**src/sv/mid_pkg.sv**
```systemverilog
// ----------------------------------------------------------------------------
// MIPS32 instruction decoder package
// Mnemonic codes, opcode and function codes, and the decoded result record.
// ----------------------------------------------------------------------------
`default_nettype none

package mid_pkg;

  localparam int unsigned WORD_W = 32;

  typedef enum logic [5:0] {
    MN_UNKNOWN = 6'd0,
    MN_NOP     = 6'd1,
    MN_BREAK   = 6'd2,
    MN_SLL     = 6'd3,
    MN_SRL     = 6'd4,
    MN_SRA     = 6'd5,
    MN_SLLV    = 6'd6,
    MN_SRLV    = 6'd7,
    MN_SRAV    = 6'd8,
    MN_JR      = 6'd9,
    MN_JALR    = 6'd10,
    MN_SYSCALL = 6'd11,
    MN_MFHI    = 6'd12,
    MN_MTHI    = 6'd13,
    MN_MFLO    = 6'd14,
    MN_MTLO    = 6'd15,
    MN_MULT    = 6'd16,
    MN_MULTU   = 6'd17,
    MN_DIV     = 6'd18,
    MN_DIVU    = 6'd19,
    MN_ADD     = 6'd20,
    MN_ADDU    = 6'd21,
    MN_SUB     = 6'd22,
    MN_SUBU    = 6'd23,
    MN_AND     = 6'd24,
    MN_OR      = 6'd25,
    MN_XOR     = 6'd26,
    MN_NOR     = 6'd27,
    MN_SLT     = 6'd28,
    MN_SLTU    = 6'd29,
    MN_BGEZ    = 6'd30,
    MN_BLTZ    = 6'd31,
    MN_J       = 6'd32,
    MN_JAL     = 6'd33,
    MN_BEQ     = 6'd34,
    MN_BNE     = 6'd35,
    MN_BLEZ    = 6'd36,
    MN_BGTZ    = 6'd37,
    MN_ADDI    = 6'd38,
    MN_ADDIU   = 6'd39,
    MN_SLTI    = 6'd40,
    MN_SLTIU   = 6'd41,
    MN_ANDI    = 6'd42,
    MN_ORI     = 6'd43,
    MN_XORI    = 6'd44,
    MN_LUI     = 6'd45,
    MN_LB      = 6'd46,
    MN_LH      = 6'd47,
    MN_LW      = 6'd48,
    MN_LBU     = 6'd49,
    MN_LHU     = 6'd50,
    MN_SB      = 6'd51,
    MN_SH      = 6'd52,
    MN_SW      = 6'd53,
    MN_ERET    = 6'd54
  } mnem_t;

  // Primary opcodes
  localparam logic [5:0] OP_SPECIAL = 6'b000000;
  localparam logic [5:0] OP_REGIMM  = 6'b000001;
  localparam logic [5:0] OP_J       = 6'b000010;
  localparam logic [5:0] OP_JAL     = 6'b000011;
  localparam logic [5:0] OP_BEQ     = 6'b000100;
  localparam logic [5:0] OP_BNE     = 6'b000101;
  localparam logic [5:0] OP_BLEZ    = 6'b000110;
  localparam logic [5:0] OP_BGTZ    = 6'b000111;
  localparam logic [5:0] OP_ADDI    = 6'b001000;
  localparam logic [5:0] OP_ADDIU   = 6'b001001;
  localparam logic [5:0] OP_SLTI    = 6'b001010;
  localparam logic [5:0] OP_SLTIU   = 6'b001011;
  localparam logic [5:0] OP_ANDI    = 6'b001100;
  localparam logic [5:0] OP_ORI     = 6'b001101;
  localparam logic [5:0] OP_XORI    = 6'b001110;
  localparam logic [5:0] OP_LUI     = 6'b001111;
  localparam logic [5:0] OP_LB      = 6'b100000;
  localparam logic [5:0] OP_LH      = 6'b100001;
  localparam logic [5:0] OP_LW      = 6'b100011;
  localparam logic [5:0] OP_LBU     = 6'b100100;
  localparam logic [5:0] OP_LHU     = 6'b100101;
  localparam logic [5:0] OP_SB      = 6'b101000;
  localparam logic [5:0] OP_SH      = 6'b101001;
  localparam logic [5:0] OP_SW      = 6'b101011;

  // Function codes of the special opcode
  localparam logic [5:0] FN_SLL     = 6'd0;
  localparam logic [5:0] FN_SRL     = 6'd2;
  localparam logic [5:0] FN_SRA     = 6'd3;
  localparam logic [5:0] FN_SLLV    = 6'd4;
  localparam logic [5:0] FN_SRLV    = 6'd6;
  localparam logic [5:0] FN_SRAV    = 6'd7;
  localparam logic [5:0] FN_JR      = 6'd8;
  localparam logic [5:0] FN_JALR    = 6'd9;
  localparam logic [5:0] FN_SYSCALL = 6'd12;
  localparam logic [5:0] FN_BREAK   = 6'd13;
  localparam logic [5:0] FN_MFHI    = 6'd16;
  localparam logic [5:0] FN_MTHI    = 6'd17;
  localparam logic [5:0] FN_MFLO    = 6'd18;
  localparam logic [5:0] FN_MTLO    = 6'd19;
  localparam logic [5:0] FN_MULT    = 6'd24;
  localparam logic [5:0] FN_MULTU   = 6'd25;
  localparam logic [5:0] FN_DIV     = 6'd26;
  localparam logic [5:0] FN_DIVU    = 6'd27;
  localparam logic [5:0] FN_ADD     = 6'd32;
  localparam logic [5:0] FN_ADDU    = 6'd33;
  localparam logic [5:0] FN_SUB     = 6'd34;
  localparam logic [5:0] FN_SUBU    = 6'd35;
  localparam logic [5:0] FN_AND     = 6'd36;
  localparam logic [5:0] FN_OR      = 6'd37;
  localparam logic [5:0] FN_XOR     = 6'd38;
  localparam logic [5:0] FN_NOR     = 6'd39;
  localparam logic [5:0] FN_SLT     = 6'd42;
  localparam logic [5:0] FN_SLTU    = 6'd43;

  // Regimm rt selector for bgez; every other rt value means bltz.
  localparam logic [4:0] RT_BGEZ = 5'd1;

  // The single word that decodes as eret.
  localparam logic [WORD_W-1:0] ERET_WORD = 32'h4200_0018;

  // Listing address step per instruction.
  localparam logic [WORD_W-1:0] ADDR_STEP = 32'd4;

  typedef struct packed {
    mnem_t             mnemonic_code;
    logic [4:0]        src_reg;
    logic [4:0]        tgt_reg;
    logic [4:0]        dst_reg;
    logic [4:0]        shift_amount;
    logic [15:0]       immediate;
    logic [19:0]       break_code;
    logic              has_target;
    logic [WORD_W-1:0] target_address;
    logic [WORD_W-1:0] instr_address;
  } res_t;

  function automatic mnem_t rtype_code(input logic [5:0] fn);
    mnem_t code;
    case (fn)
      FN_SLL:     code = MN_SLL;
      FN_SRL:     code = MN_SRL;
      FN_SRA:     code = MN_SRA;
      FN_SLLV:    code = MN_SLLV;
      FN_SRLV:    code = MN_SRLV;
      FN_SRAV:    code = MN_SRAV;
      FN_JR:      code = MN_JR;
      FN_JALR:    code = MN_JALR;
      FN_SYSCALL: code = MN_SYSCALL;
      FN_BREAK:   code = MN_BREAK;
      FN_MFHI:    code = MN_MFHI;
      FN_MTHI:    code = MN_MTHI;
      FN_MFLO:    code = MN_MFLO;
      FN_MTLO:    code = MN_MTLO;
      FN_MULT:    code = MN_MULT;
      FN_MULTU:   code = MN_MULTU;
      FN_DIV:     code = MN_DIV;
      FN_DIVU:    code = MN_DIVU;
      FN_ADD:     code = MN_ADD;
      FN_ADDU:    code = MN_ADDU;
      FN_SUB:     code = MN_SUB;
      FN_SUBU:    code = MN_SUBU;
      FN_AND:     code = MN_AND;
      FN_OR:      code = MN_OR;
      FN_XOR:     code = MN_XOR;
      FN_NOR:     code = MN_NOR;
      FN_SLT:     code = MN_SLT;
      FN_SLTU:    code = MN_SLTU;
      default:    code = MN_UNKNOWN;
    endcase
    return code;
  endfunction

endpackage

`default_nettype wire

```
**src/sv/mid_if.sv**
```systemverilog
// ----------------------------------------------------------------------------
// MIPS32 instruction decoder channels
// Valid/ready interfaces for the instruction request and decoded result.
// ----------------------------------------------------------------------------
`default_nettype none

interface mid_in_if;
  logic        valid;
  logic        ready;
  logic [31:0] instr_word;
  logic        restart;

  modport source (output valid, output instr_word, output restart, input ready);
  modport sink   (input valid, input instr_word, input restart, output ready);
endinterface

interface mid_out_if;
  logic        valid;
  logic        ready;
  logic [5:0]  mnemonic_code;
  logic [4:0]  src_reg;
  logic [4:0]  tgt_reg;
  logic [4:0]  dst_reg;
  logic [4:0]  shift_amount;
  logic [15:0] immediate;
  logic [19:0] break_code;
  logic        has_target;
  logic [31:0] target_address;
  logic [31:0] instr_address;

  modport source (
    output valid, output mnemonic_code, output src_reg, output tgt_reg,
    output dst_reg, output shift_amount, output immediate, output break_code,
    output has_target, output target_address, output instr_address,
    input ready
  );
  modport sink (
    input valid, input mnemonic_code, input src_reg, input tgt_reg,
    input dst_reg, input shift_amount, input immediate, input break_code,
    input has_target, input target_address, input instr_address,
    output ready
  );
endinterface

`default_nettype wire

```
**src/sv/mid_pc.sv**
```systemverilog
// ----------------------------------------------------------------------------
// MIPS32 decoder listing address counter
// Gives the listing address of an accepted request and steps it by four.
// ----------------------------------------------------------------------------
`default_nettype none

module mid_pc (
  input  logic                       clk,
  input  logic                       rst_n,
  input  logic                       accept,
  input  logic                       restart,
  output logic [mid_pkg::WORD_W-1:0] pc
);
  import mid_pkg::*;

  logic [WORD_W-1:0] next_addr_r;
  logic [WORD_W-1:0] next_addr_nxt;

  // A restart places this instruction at address zero.
  assign pc            = restart ? '0 : next_addr_r;
  assign next_addr_nxt = pc + ADDR_STEP;

  always_ff @(posedge clk) begin
    if (!rst_n) begin
      next_addr_r <= '0;
    end else if (accept) begin
      next_addr_r <= next_addr_nxt;
    end
  end

endmodule

`default_nettype wire

```
**src/sv/mid_decode.sv**
```systemverilog
// ----------------------------------------------------------------------------
// MIPS32 instruction field decoder
// Mnemonic lookup, raw field split and branch or jump target computation.
// ----------------------------------------------------------------------------
`default_nettype none

module mid_decode (
  input  logic [mid_pkg::WORD_W-1:0] word,
  input  logic [mid_pkg::WORD_W-1:0] pc,
  output mid_pkg::res_t              res
);
  import mid_pkg::*;

  logic [5:0]        op;
  logic [WORD_W-1:0] br_off;
  logic [WORD_W-1:0] br_tgt;
  logic [WORD_W-1:0] jmp_tgt;
  mnem_t             code;
  logic              has_t;
  logic [WORD_W-1:0] tgt;

  assign op      = word[31:26];
  assign br_off  = {{14{word[15]}}, word[15:0], 2'b00};
  assign br_tgt  = pc + ADDR_STEP + br_off;
  assign jmp_tgt = {4'b0000, word[25:0], 2'b00};

  always_comb begin
    code  = MN_UNKNOWN;
    has_t = 1'b0;
    tgt   = '0;
    if (word == '0) begin
      code = MN_NOP;
    end else begin
      case (op)
        OP_SPECIAL: code = rtype_code(word[5:0]);
        OP_REGIMM: begin
          code  = (word[20:16] == RT_BGEZ) ? MN_BGEZ : MN_BLTZ;
          has_t = 1'b1;
          tgt   = br_tgt;
        end
        OP_J: begin
          code  = MN_J;
          has_t = 1'b1;
          tgt   = jmp_tgt;
        end
        OP_JAL: begin
          code  = MN_JAL;
          has_t = 1'b1;
          tgt   = jmp_tgt;
        end
        OP_BEQ, OP_BNE, OP_BLEZ, OP_BGTZ: begin
          case (op)
            OP_BEQ:  code = MN_BEQ;
            OP_BNE:  code = MN_BNE;
            OP_BLEZ: code = MN_BLEZ;
            default: code = MN_BGTZ;
          endcase
          has_t = 1'b1;
          tgt   = br_tgt;
        end
        OP_ADDI:  code = MN_ADDI;
        OP_ADDIU: code = MN_ADDIU;
        OP_SLTI:  code = MN_SLTI;
        OP_SLTIU: code = MN_SLTIU;
        OP_ANDI:  code = MN_ANDI;
        OP_ORI:   code = MN_ORI;
        OP_XORI:  code = MN_XORI;
        OP_LUI:   code = MN_LUI;
        OP_LB:    code = MN_LB;
        OP_LH:    code = MN_LH;
        OP_LW:    code = MN_LW;
        OP_LBU:   code = MN_LBU;
        OP_LHU:   code = MN_LHU;
        OP_SB:    code = MN_SB;
        OP_SH:    code = MN_SH;
        OP_SW:    code = MN_SW;
        default: begin
          if (word == ERET_WORD) begin
            code = MN_ERET;
          end
        end
      endcase
    end
  end

  always_comb begin
    res.mnemonic_code  = code;
    res.src_reg        = word[25:21];
    res.tgt_reg        = word[20:16];
    res.dst_reg        = word[15:11];
    res.shift_amount   = word[10:6];
    res.immediate      = word[15:0];
    res.break_code     = word[25:6];
    res.has_target     = has_t;
    res.target_address = tgt;
    res.instr_address  = pc;
  end

endmodule

`default_nettype wire

```
**src/sv/mips32_instruction_decoder_top.sv**
```systemverilog
// ----------------------------------------------------------------------------
// MIPS32 instruction decoder
// Decodes one instruction word per request into mnemonic, fields and target.
// ----------------------------------------------------------------------------
//
//   Channel   Direction  Handshake     Carries
//   in_ch     sink       valid/ready   instr_word, restart
//   out_ch    source     valid/ready   mnemonic, raw fields, target, address
//
// One request is taken every cycle while the result side does not stall; an
// accepted request passes through the input register, then the result
// register. The decode and the 32-bit branch target sum sit between the two.
// Reset clears both valid flags and sets the listing address to zero.
// A stalled result register still frees the input register when it drains,
// and the input side stalls only when both registers hold waiting requests.
// ----------------------------------------------------------------------------
`default_nettype none

module mips32_instruction_decoder_top (
  input logic clk,
  input logic rst_n,
  mid_in_if.sink    in_ch,
  mid_out_if.source out_ch
);
  import mid_pkg::*;

  // Input stage: the listing address is assigned here, in request order,
  // so the counter never has to look at later stages.
  logic              s1_valid_r;
  logic [WORD_W-1:0] s1_word_r;
  logic [WORD_W-1:0] s1_pc_r;

  // Result stage.
  logic              out_valid_r;
  res_t              out_res_r;

  logic              in_fire;
  logic              s1_adv;
  logic [WORD_W-1:0] in_pc;
  res_t              dec_res;

  // The input register moves forward whenever the result register is
  // empty or is being drained in the same cycle.
  assign s1_adv      = s1_valid_r && (!out_valid_r || out_ch.ready);
  assign in_ch.ready = !s1_valid_r || s1_adv;
  assign in_fire     = in_ch.valid && in_ch.ready;

  mid_pc u_pc (
    .clk     (clk),
    .rst_n   (rst_n),
    .accept  (in_fire),
    .restart (in_ch.restart),
    .pc      (in_pc)
  );

  mid_decode u_decode (
    .word (s1_word_r),
    .pc   (s1_pc_r),
    .res  (dec_res)
  );

  always_ff @(posedge clk) begin
    if (!rst_n) begin
      s1_valid_r <= 1'b0;
    end else if (in_ch.ready) begin
      s1_valid_r <= in_ch.valid;
    end
  end

  always_ff @(posedge clk) begin
    if (in_fire) begin
      s1_word_r <= in_ch.instr_word;
      s1_pc_r   <= in_pc;
    end
  end

  always_ff @(posedge clk) begin
    if (!rst_n) begin
      out_valid_r <= 1'b0;
    end else if (s1_adv) begin
      out_valid_r <= 1'b1;
    end else if (out_ch.ready) begin
      out_valid_r <= 1'b0;
    end
  end

  always_ff @(posedge clk) begin
    if (s1_adv) begin
      out_res_r <= dec_res;
    end
  end

  // Result channel unpacking.
  assign out_ch.valid          = out_valid_r;
  assign out_ch.mnemonic_code  = out_res_r.mnemonic_code;
  assign out_ch.src_reg        = out_res_r.src_reg;
  assign out_ch.tgt_reg        = out_res_r.tgt_reg;
  assign out_ch.dst_reg        = out_res_r.dst_reg;
  assign out_ch.shift_amount   = out_res_r.shift_amount;
  assign out_ch.immediate      = out_res_r.immediate;
  assign out_ch.break_code     = out_res_r.break_code;
  assign out_ch.has_target     = out_res_r.has_target;
  assign out_ch.target_address = out_res_r.target_address;
  assign out_ch.instr_address  = out_res_r.instr_address;

  // A request that moves out of the input register is in the result
  // register on the next cycle.
  a_adv_lands: assert property (@(posedge clk) disable iff (!rst_n)
    s1_adv |=> out_valid_r)
    else $error("advanced request did not reach the result register");

  // A held input register keeps its word and address.
  a_s1_hold: assert property (@(posedge clk) disable iff (!rst_n)
    (s1_valid_r && !s1_adv) |=> (s1_valid_r && $stable(s1_word_r) && $stable(s1_pc_r)))
    else $error("stalled input register changed");

  // A restart request is listed at address zero.
  a_restart_pc: assert property (@(posedge clk) disable iff (!rst_n)
    (in_fire && in_ch.restart) |=> (s1_pc_r == '0))
    else $error("restart request not placed at address zero");

  // Back-to-back requests without restart are four bytes apart.
  a_pc_step: assert property (@(posedge clk) disable iff (!rst_n)
    (in_fire && !in_ch.restart && $past(in_fire)) |=>
      (s1_pc_r == $past(s1_pc_r) + ADDR_STEP))
    else $error("listing address did not step by four");

endmodule

`default_nettype wire

```
**src/flat_wrapper.sv**
```systemverilog
// flat-port wrapper written by rule: the top's interface ports become plain ports
module mips32_instruction_decoder_top_flat import mid_pkg::*;
  (clk, rst_n, in_ch_valid, in_ch_instr_word, in_ch_restart, in_ch_ready, out_ch_valid, out_ch_mnemonic_code, out_ch_src_reg, out_ch_tgt_reg, out_ch_dst_reg, out_ch_shift_amount, out_ch_immediate, out_ch_break_code, out_ch_has_target, out_ch_target_address, out_ch_instr_address, out_ch_ready);
  mid_in_if in_ch_i ();
  mid_out_if out_ch_i ();
  input logic clk;
  input logic rst_n;
  input wire logic [$bits(in_ch_i.valid)-1:0] in_ch_valid;
  input wire logic [$bits(in_ch_i.instr_word)-1:0] in_ch_instr_word;
  input wire logic [$bits(in_ch_i.restart)-1:0] in_ch_restart;
  output wire logic [$bits(in_ch_i.ready)-1:0] in_ch_ready;
  output wire logic [$bits(out_ch_i.valid)-1:0] out_ch_valid;
  output wire logic [$bits(out_ch_i.mnemonic_code)-1:0] out_ch_mnemonic_code;
  output wire logic [$bits(out_ch_i.src_reg)-1:0] out_ch_src_reg;
  output wire logic [$bits(out_ch_i.tgt_reg)-1:0] out_ch_tgt_reg;
  output wire logic [$bits(out_ch_i.dst_reg)-1:0] out_ch_dst_reg;
  output wire logic [$bits(out_ch_i.shift_amount)-1:0] out_ch_shift_amount;
  output wire logic [$bits(out_ch_i.immediate)-1:0] out_ch_immediate;
  output wire logic [$bits(out_ch_i.break_code)-1:0] out_ch_break_code;
  output wire logic [$bits(out_ch_i.has_target)-1:0] out_ch_has_target;
  output wire logic [$bits(out_ch_i.target_address)-1:0] out_ch_target_address;
  output wire logic [$bits(out_ch_i.instr_address)-1:0] out_ch_instr_address;
  input wire logic [$bits(out_ch_i.ready)-1:0] out_ch_ready;
  assign in_ch_i.valid = in_ch_valid;
  assign in_ch_i.instr_word = in_ch_instr_word;
  assign in_ch_i.restart = in_ch_restart;
  assign in_ch_ready = in_ch_i.ready;
  assign out_ch_valid = out_ch_i.valid;
  assign out_ch_mnemonic_code = out_ch_i.mnemonic_code;
  assign out_ch_src_reg = out_ch_i.src_reg;
  assign out_ch_tgt_reg = out_ch_i.tgt_reg;
  assign out_ch_dst_reg = out_ch_i.dst_reg;
  assign out_ch_shift_amount = out_ch_i.shift_amount;
  assign out_ch_immediate = out_ch_i.immediate;
  assign out_ch_break_code = out_ch_i.break_code;
  assign out_ch_has_target = out_ch_i.has_target;
  assign out_ch_target_address = out_ch_i.target_address;
  assign out_ch_instr_address = out_ch_i.instr_address;
  assign out_ch_i.ready = out_ch_ready;
  mips32_instruction_decoder_top u_core (.clk(clk), .rst_n(rst_n), .in_ch(in_ch_i), .out_ch(out_ch_i));
endmodule
```
**config.mk**
```make
export PLATFORM = sky130hd
export DESIGN_NAME = mips32_instruction_decoder_top_flat
export DESIGN_NICKNAME = d
export VERILOG_FILES = /design/src/sv/mid_pkg.sv /design/src/sv/mid_if.sv /design/src/sv/mid_pc.sv /design/src/sv/mid_decode.sv /design/src/sv/mips32_instruction_decoder_top.sv /design/src/flat_wrapper.sv
export SDC_FILE = /design/constraint.sdc
export NUM_CORES = 1
export LEC_CHECK = 0
export ABC_AREA = 1
export ABC_CLOCK_PERIOD_IN_PS = 16200
export BUFFER_PORTS_ARGS = -buffer_cell sky130_fd_sc_hd__buf_2
export CAP_MARGIN = 10
export CORE_MARGIN = 3
export CORE_UTILIZATION = 25
export DETAILED_ROUTE_END_ITERATION = 16
export GPL_ROUTABILITY_DRIVEN = 1
export GPL_TIMING_DRIVEN = 1
export PLACE_DENSITY = 0.45
export REMOVE_ABC_BUFFERS = 1
export SYNTH_ARGS = -nofsm -noshare
export SYNTH_HDL_FRONTEND = slang
export SYNTH_SLANG_ARGS = --single-unit
```
**constraint.sdc**
```tcl
create_clock -name clk -period 16.2 [get_ports clk]
set_input_delay 1.62 -clock clk [delete_from_list [all_inputs] [get_ports clk]]
set_output_delay 1.62 -clock clk [all_outputs]
set_load 0.02 [all_outputs]
```
==> results.md, run 1 <==
- Chip Height: 218.0 um
- Largest net degree at the start of global routing: 65
- IO buf count: 165
- Post-synth ARST share: 0%
- DRC violations left: 0
- Ant diodes: 0
- Max Cap Viol: 0
- Vias: 8992
- WL per Instance: 15.88 um
- Final std cells w/o fill: 2091
- Final Max Tran Viols: 0
- Die ar.: 0.04753 sq mm
- Min Hold Slack: 0.4590 ns
- Avg Vias per Cell: 4.300
- Crit share post-route: 26.88%
- Final setup TNS: 0 ns
- Clock skew after layout: 0.01622 ns
- Netlist Area Pre-Place: 0.01124 sq mm
- Kind of critical path: input pin to flip-flop
- IO Count: 166
- Critical path arrival: 4.71 ns
- Worst rel slew slack: 38.40%
- Global route overflow: 0
- Pwr/cell area: 92.63 mW/mm^2
- Global routing's busiest layer: met2
- Rows: 77
- WP data required: 16.56 ns
- Complex-gate fraction of the synthesized area: 4.532%
- Simple-Gate Fraction of Synth Area: 27.71%
- Synth warnings: 0
- Starting Density: 25.36%
- Die Wd: 218.0 um
- GRT Total Usage: 13.96%
- Post-DP HPWL: 25.90 mm
- Post-CTS setup buffers: 0
- Layout cells sized above 1: 15.81%
- Placer Congestion: 0.8475
- Clock Root Buffer: clkbuf_16
- H-tree Lvls: 4
- Post-DRT Antenna Nets: 0
- CORE AREA: 0.04432 sq mm
- Slew @ Worst Pin: 0.9183 ns
- Nets@finish: 1586
- Tmin final: 4.355 ns
- Gate count of the mapped netlist: 1348
- Most used flip-flop cell after synthesis: edfxtp_1
- Placed Cells: 2059
- Met1 Track Usage GR: 19.51%
- Clk slew on worst S/H paths: 0.08 ns
- FMAX: 0.2296 GHz
- DR iter-0 viols: 556
- Leakage: 5.926 nW
- Initial antenna violation count: 1
- Yosys cell types: 45
- Hold_buf cts: 0
- Post-synth EDFFs: 161
- Drt first pass iters: 5
- Synth Area in Adders: 7.082%
- CTS Sinks: 200
- Num CTS Buffers: 17
- Met3 usage: 2.940%
- CP Capture Type: flip-flop
- Crit-path max FO: 46
- Clock Path Buffers: 2
- Critical path startpoint category: input pin
- Seq/Total Area, Yosys: 49.97%
- HP Class: flip-flop to flip-flop
- Final Power: 1.215 mW
- Peak supply drop: 55.69 uV
- Area growth syn-to-layout: 16.75%
- Outcome: finished clean
- RSZ-0062 raised after global routing: false
- Post-synthesis register bit count: 200
- Clk_lat worst skew: 0.46 ns
- Mapped Avg Cell Area: 8.336 sq um
- TritonCTS clock tree: built
- Met2 usage: 22.47%
- Post-CTS Resized: 0
- Final WL: 33.20 mm
- Vias in the first global route: 8407
- First-pass GRT wire length: 50.16 mm
- Final Hold Viols: 0
- Post-Synth XOR/XNOR Area: 0.7794%
- Combinational family with the most area after synthesis: simple AND/OR/NAND/NOR gates
- Setup Viol. Count Final: 0
- Multiplexer share of the synthesized area: 0%
## routing by layer
layer / up-vias / part of all wire [%]
met4: 0 / 0.63
met2: 170 / 47
met1: 4201 / 48
li1: 4612 / -
met5: - / 0
met3: 9 / 4.6
## area by class of cell
cell class                      count  area, sq um
Timing Repair Buffer              169        855.8
Clock inverter                     14        205.2
Clock buffer                       18        429.2
Inverter                          200        754.5
Fill cell                        4820        31200
Multi-Input combinational cell    898         4518
Tap cell                          592        740.7
Sequential cell                   200         5615
## worst paths after layout
check / start / end / slack [ns] / cells past startpoint
worst min-delay path: u_core.u_pc.next_addr_r[0] / u_core.u_pc.next_addr_r[0] / 0.46 / 2
worst max register to register: u_core.out_ch.valid / flip-flop / 12.78 / 13
worst min register to register: u_core.u_pc.next_addr_r[0] / u_core.u_pc.next_addr_r[0] / 0.46 / 2
worst max-delay path: out_ch_ready / flip-flop / 11.84 / 15
## state kept, by name, summed over array words and instances, names as in the netlist, named ones only
| name | count |
|---|---|
| u_core.out_ch.instr_address | 32 |
| u_core.out_ch.target_address | 32 |
| u_core.s1_pc_r | 32 |
| u_core.s1_word_r | 32 |
| u_core.u_pc.next_addr_r | 32 |
| u_core.out_ch.break_code | 20 |
| u_core.out_ch.immediate | 6 |
| u_core.out_ch.mnemonic_code | 6 |
| u_core.out_ch.has_target | 1 |
| u_core.out_ch.valid | 1 |
| u_core.s1_valid_r | 1 |
## cell usage in the layout (no fill, tap or decap), types with 11 or more instances in the layout
master     count
edfxtp_1     161
nand2_1      420
nor3_1        11
dfxtp_1       39
ha_1          62
nand3_1      100
nor2_1       145
o21ai_0       25
a21oi_1       47
nand4_1       14
buf_2        165
inv_1        195
clkbuf_16     17
## report_power, final
part	internal, mW	switching [mW]	leakage (nW)
clock network	0.240	0.219	0.309
registers	0.579	0.0161	1.90
logic	0.0487	0.113	3.71
total	0.867	0.348	5.93
## synth_stat cells, drive strengths merged (2+ instances only)
cell type / n / share of area [%]
a21oi: 51 / 2.4
and2: 2 / 0.11
buf: 43 / 3.0
clkbuf: 7 / 0.23
dfxtp: 39 / 6.9
edfxtp: 161 / 43
ha: 62 / 6.9
inv: 199 / 6.7
nand2: 421 / 14
nand3: 110 / 5.4
nand3b: 6 / 0.40
nand4: 14 / 0.78
nor2: 154 / 5.5
nor3: 12 / 0.63
nor3b: 3 / 0.20
nor4: 4 / 0.22
o211ai: 2 / 0.13
o21a: 3 / 0.20
o21ai: 28 / 1.3
o22ai: 2 / 0.11
o32ai: 2 / 0.16
or2: 7 / 0.39
xnor2: 6 / 0.47
xor2: 4 / 0.31
## cell families (layout without fill, tap and decap cells)
| family | after synthesis | count (layout) |
|---|---|---|
| DFF | 200 | 200 |
| and+or+nand+nor | 733 | 733 |
| buffers and inverters | 250 | 401 |
| AOI/OAI and AO/OA | 92 | 92 |
| xor gates and xnor gates | 10 | 10 |
| adders and majority gates | 63 | 63 |
## through the flow
step | utilization (%) | area [sq um] | setup WS, ns
after floorplan | - | 10880 | 9.249
after global placement | 28.17 | 12480 | 11.31
after detailed placement | 28.17 | 12480 | 11.26
after CTS | 29.60 | 13120 | 11.76
after global routing | 29.60 | 13120 | 11.44
final | 29.60 | 13120 | 11.84
## critical path, stage by stage
cell and delay [ns]:
buf_2 0.09, inv_1 0.12, nand3_2 0.14, nand2_2 0.59
clkinv_2 0.91, nand2_1 0.23, nand2_1 0.21, ha_1 0.35
nand3_1 0.07, nand3_1 0.09, nand2_1 0.06, nand2_1 0.06
nand2_1 0.05, nand2_1 0.05, nand2_1 0.04
No activity file was read; power rests on OpenSTA's default activity.
==> run 2, diff against run 1 <==
ABC_AREA = 0   (was 1)
ABC_CLOCK_PERIOD_IN_PS = 3700   (was 16200)
PLACE_DENSITY = 0.47   (was 0.45)
clock period = 3.7 ns   (was 16.2 ns; I/O delays follow)
==> results.md, run 2 <==
- Pwr/cell area: 435.9 mW/mm^2 (+370%)
- Chip Height: 205.3 um (-5.8%)
- IO buf count: 165 (unchanged)
- Initial antenna violation count: 0 (-1)
- Placer Congestion: 0.8199 (-3.3%)
- Most area-consuming cells after synthesis: edfxtp_1, dfxtp_1, ha_1, nand2_1, a21oi_1
- Clk slew on worst S/H paths: 0.08 ns (about the same)
- Synth warnings: 0 (unchanged)
- Largest net degree at the start of global routing: 98 (+51%)
- Hold Crit Start: in_ch_instr_word[7]
- Outcome: finished clean
- Crit-path max FO: 5 (-89%)
- Critical path startpoint category: flip-flop
- Worst Setup SP: u_core.s1_word_r[1]
- Mapped Avg Cell Area: 11.57 sq um (+39%)
- Post-synth EDFFs: 161 (unchanged)
- WP data required: 3.89 ns (-12.67 ns)
- Clk_lat worst skew: 0.45 ns (about the same)
- Crit share post-route: 85.64%
- Gate count of the mapped netlist: 858 (-36%)
- Worst path max stage delay: 0.48 ns (-0.43 ns)
- IO Count: 166 (unchanged)
- Layout cells sized above 1: 22.38% (+6.6 points)
- Count leader, synth: edfxtp_1
- Post-synthesis register bit count: 200 (unchanged)
- DRC violations left: 0 (unchanged)
- RR Startpoint: u_core.s1_word_r[1]
- Post-DRT Antenna Nets: 0 (unchanged)
- Clock Path Buffers: 2 (unchanged)
- Area growth syn-to-layout: 18.15%
- Nets@finish: 1097 (-31%)
- Vias: 6905 (-23%)
- HP Class: input pin to flip-flop
- Post-CTS setup buffers: 0 (unchanged)
- First-pass GRT wire length: 39.77 mm (-21%)
- Final setup TNS: 0 ns (unchanged)
- Most used flip-flop cell after synthesis: edfxtp_1
- CORE AREA: 0.03892 sq mm (-12%)
- Die ar.: 0.04214 sq mm (-11%)
- GRT Total Usage: 12.44% (-1.5 points)
- CP most frequent cell: ha_1
- Synth top area share: 48.70% (+5.7 points)
- Worst rel slew slack: 34.96% (-3.4 points)
- CTS Sinks: 200 (unchanged)
- Hold_buf cts: 0 (unchanged)
- Max Cap Viol: 0 (unchanged)
- Kind of critical path: flip-flop to flip-flop
- Setup Viol. Count Final: 0 (unchanged)
- Die Wd: 205.3 um (-5.8%)
- Num CTS Buffers: 17 (unchanged)
- Post-DP HPWL: 19.50 mm (-25%)
- TritonCTS clock tree: built
- Global route overflow: 0 (unchanged)
- Post-synth ARST share: 0% (unchanged)
- Area leader, netlist: edfxtp_1
- Starting Density: 25.51% (+0.15 points)
- Netlist Area Pre-Place: 0.009927 sq mm (-12%)
- Critical path arrival: 3.35 ns (-1.36 ns)
- WL per Instance: 17.22 um (+8.4%)
- Slew @ Worst Pin: 0.9733 ns (+0.05502 ns)
- CP max-delay cell: edfxtp_1
- Most frequent cells in the layout: buf_2, edfxtp_1, nand2_1
- Critical-path cell list: ha_1, ha_1, fa_1, a21oi_2, o2111a_2, nor3_1, o41a_1, a221oi_2, mux2i_1
- Final WL: 26.33 mm (-21%)
- Clock Root Buffer: clkbuf_16
- Synth cell count leaders: edfxtp_1, nand2_1, ha_1, a21oi_1, nor2_1
- Final Power: 5.112 mW (+320%)
- DR iter-0 viols: 388 (-30%)
- CP Capture Type: flip-flop
- Final Max Tran Viols: 0 (unchanged)
- FMAX: 0.3156 GHz
- Seq/Total Area, Yosys: 56.57% (+6.6 points)
- Avg Vias per Cell: 4.516 (+5.0%)
- RSZ-0062 raised after global routing: false
- Leakage: 4.538 nW (-23%)
- Rows: 72 (-6.5%)
- H-tree Lvls: 4 (unchanged)
- Final Hold Viols: 0 (unchanged)
- Drt first pass iters: 4 (-1)
- Peak supply drop: 301.3 uV (+440%)
- Tmin final: 3.169 ns
- Vias in the first global route: 6621 (-21%)
- Clock skew after layout: 0.01901 ns (+0.002791 ns)
- Most common cell after layout, fill and taps aside: buf_2
- Post-CTS Resized: 0 (unchanged)
- Yosys cell types: 70 (+56%)
-- run 2: cell count changes in the layout (fill, tap and decap cells not counted), sizes merged, moves of 7 or more --
cell,change
and3,+16
o21ai,+22
nor2,-103
nor2b,+35
xor2,+16
nand2,-330
a21o,+19
buf,+7
xnor2,+11
inv,-184
a211oi,+7
nand3,-86
and2,+8
-- run 2: final cells by class --
cell class	count	area [sq um]
diodes	1	2.502
clock buffers	20	436.7
clock inverters	12	118.9
fillers	4043	27190
inverters	20	77.57
multi-input cells	582	3909
flip-flops and latches	200	5615
well taps	518	648.1
repair buffers	176	920.9
-- run 2: cells by family (layout without fill, tap and decap cells) --
group / after synthesis / count (layout) / share of synthesized area [%]
xor gates and xnor gates: 37 / 37 / 3.264
adders and majority gates: 63 / 63 / 8.016
and+or+nand+nor: 283 / 283 / 14.49
muxes: 10 / 10 / 1.223
buffers and inverters: 76 / 228 / 4.159
other: 0 / 1 / 0
DFF: 200 / 200 / 56.57
AOI/OAI and AO/OA: 189 / 189 / 12.28
-- run 2: final timing paths --
check	end	slack [ns]	cells after the start
worst min register to register	u_core.out_ch.instr_address[1]	0.45	0
worst min-delay path	u_core.s1_word_r[7]	0.09	1
worst max register to register	u_core.out_ch.target_address[29]	0.53	9
worst max-delay path	u_core.out_ch.target_address[29]	0.53	9
-- run 2: metrics by stage --
stage | cells | cell area (sq um) | utilization, % | hold WS [ns] | worst slack (ns)
6_report | 1529 | 11730 | 30.14 | 0.09218 | 0.5313
5_1_grt | 1528 | 11730 | 30.13 | 0.06430 | 0.3979
3_5_place_dp | 1496 | 11170 | 28.70 | 0.4385 | 0.5099
3_3_place_gp | 1496 | 11170 | 28.70 | 0.4365 | 0.5517
4_1_cts | 1528 | 11730 | 30.13 | 0.06188 | 0.5062
2_1_floorplan | 802 | 9592 | - | 0.4174 | -1.718
-- run 2: report_power, final --
part	switching [mW]	total, mW	internal, mW
registers	0.0800	2.62	2.54
logic	0.438	0.676	0.238
clock network	0.876	1.82	0.941
total	1.39	5.11	3.72
-- run 2: layer usage --
metal  vias up  part of all wire [%]  routed length (um)  GRT usage (%)
met1      3296                    49               13010          17.70
met4         0                  0.98                 258          3.075
met5         -                     0                   0              0
li1       3433                     -                   -              -
met2       162                    45               11960          19.66
met3        14                   4.2                1094          2.215
-- run 2: worst max-delay path: cells and delay by family, from the launching register on --
family | cells | cell delay [ns]
AND/OR/NAND/NOR | 1 | 0.10
AO/OA/AOI/OAI | 4 | 1.27
adder cells (fa/ha/maj) | 3 | 0.98
multiplexers | 1 | 0.10
flip-flops | 1 | 0.48
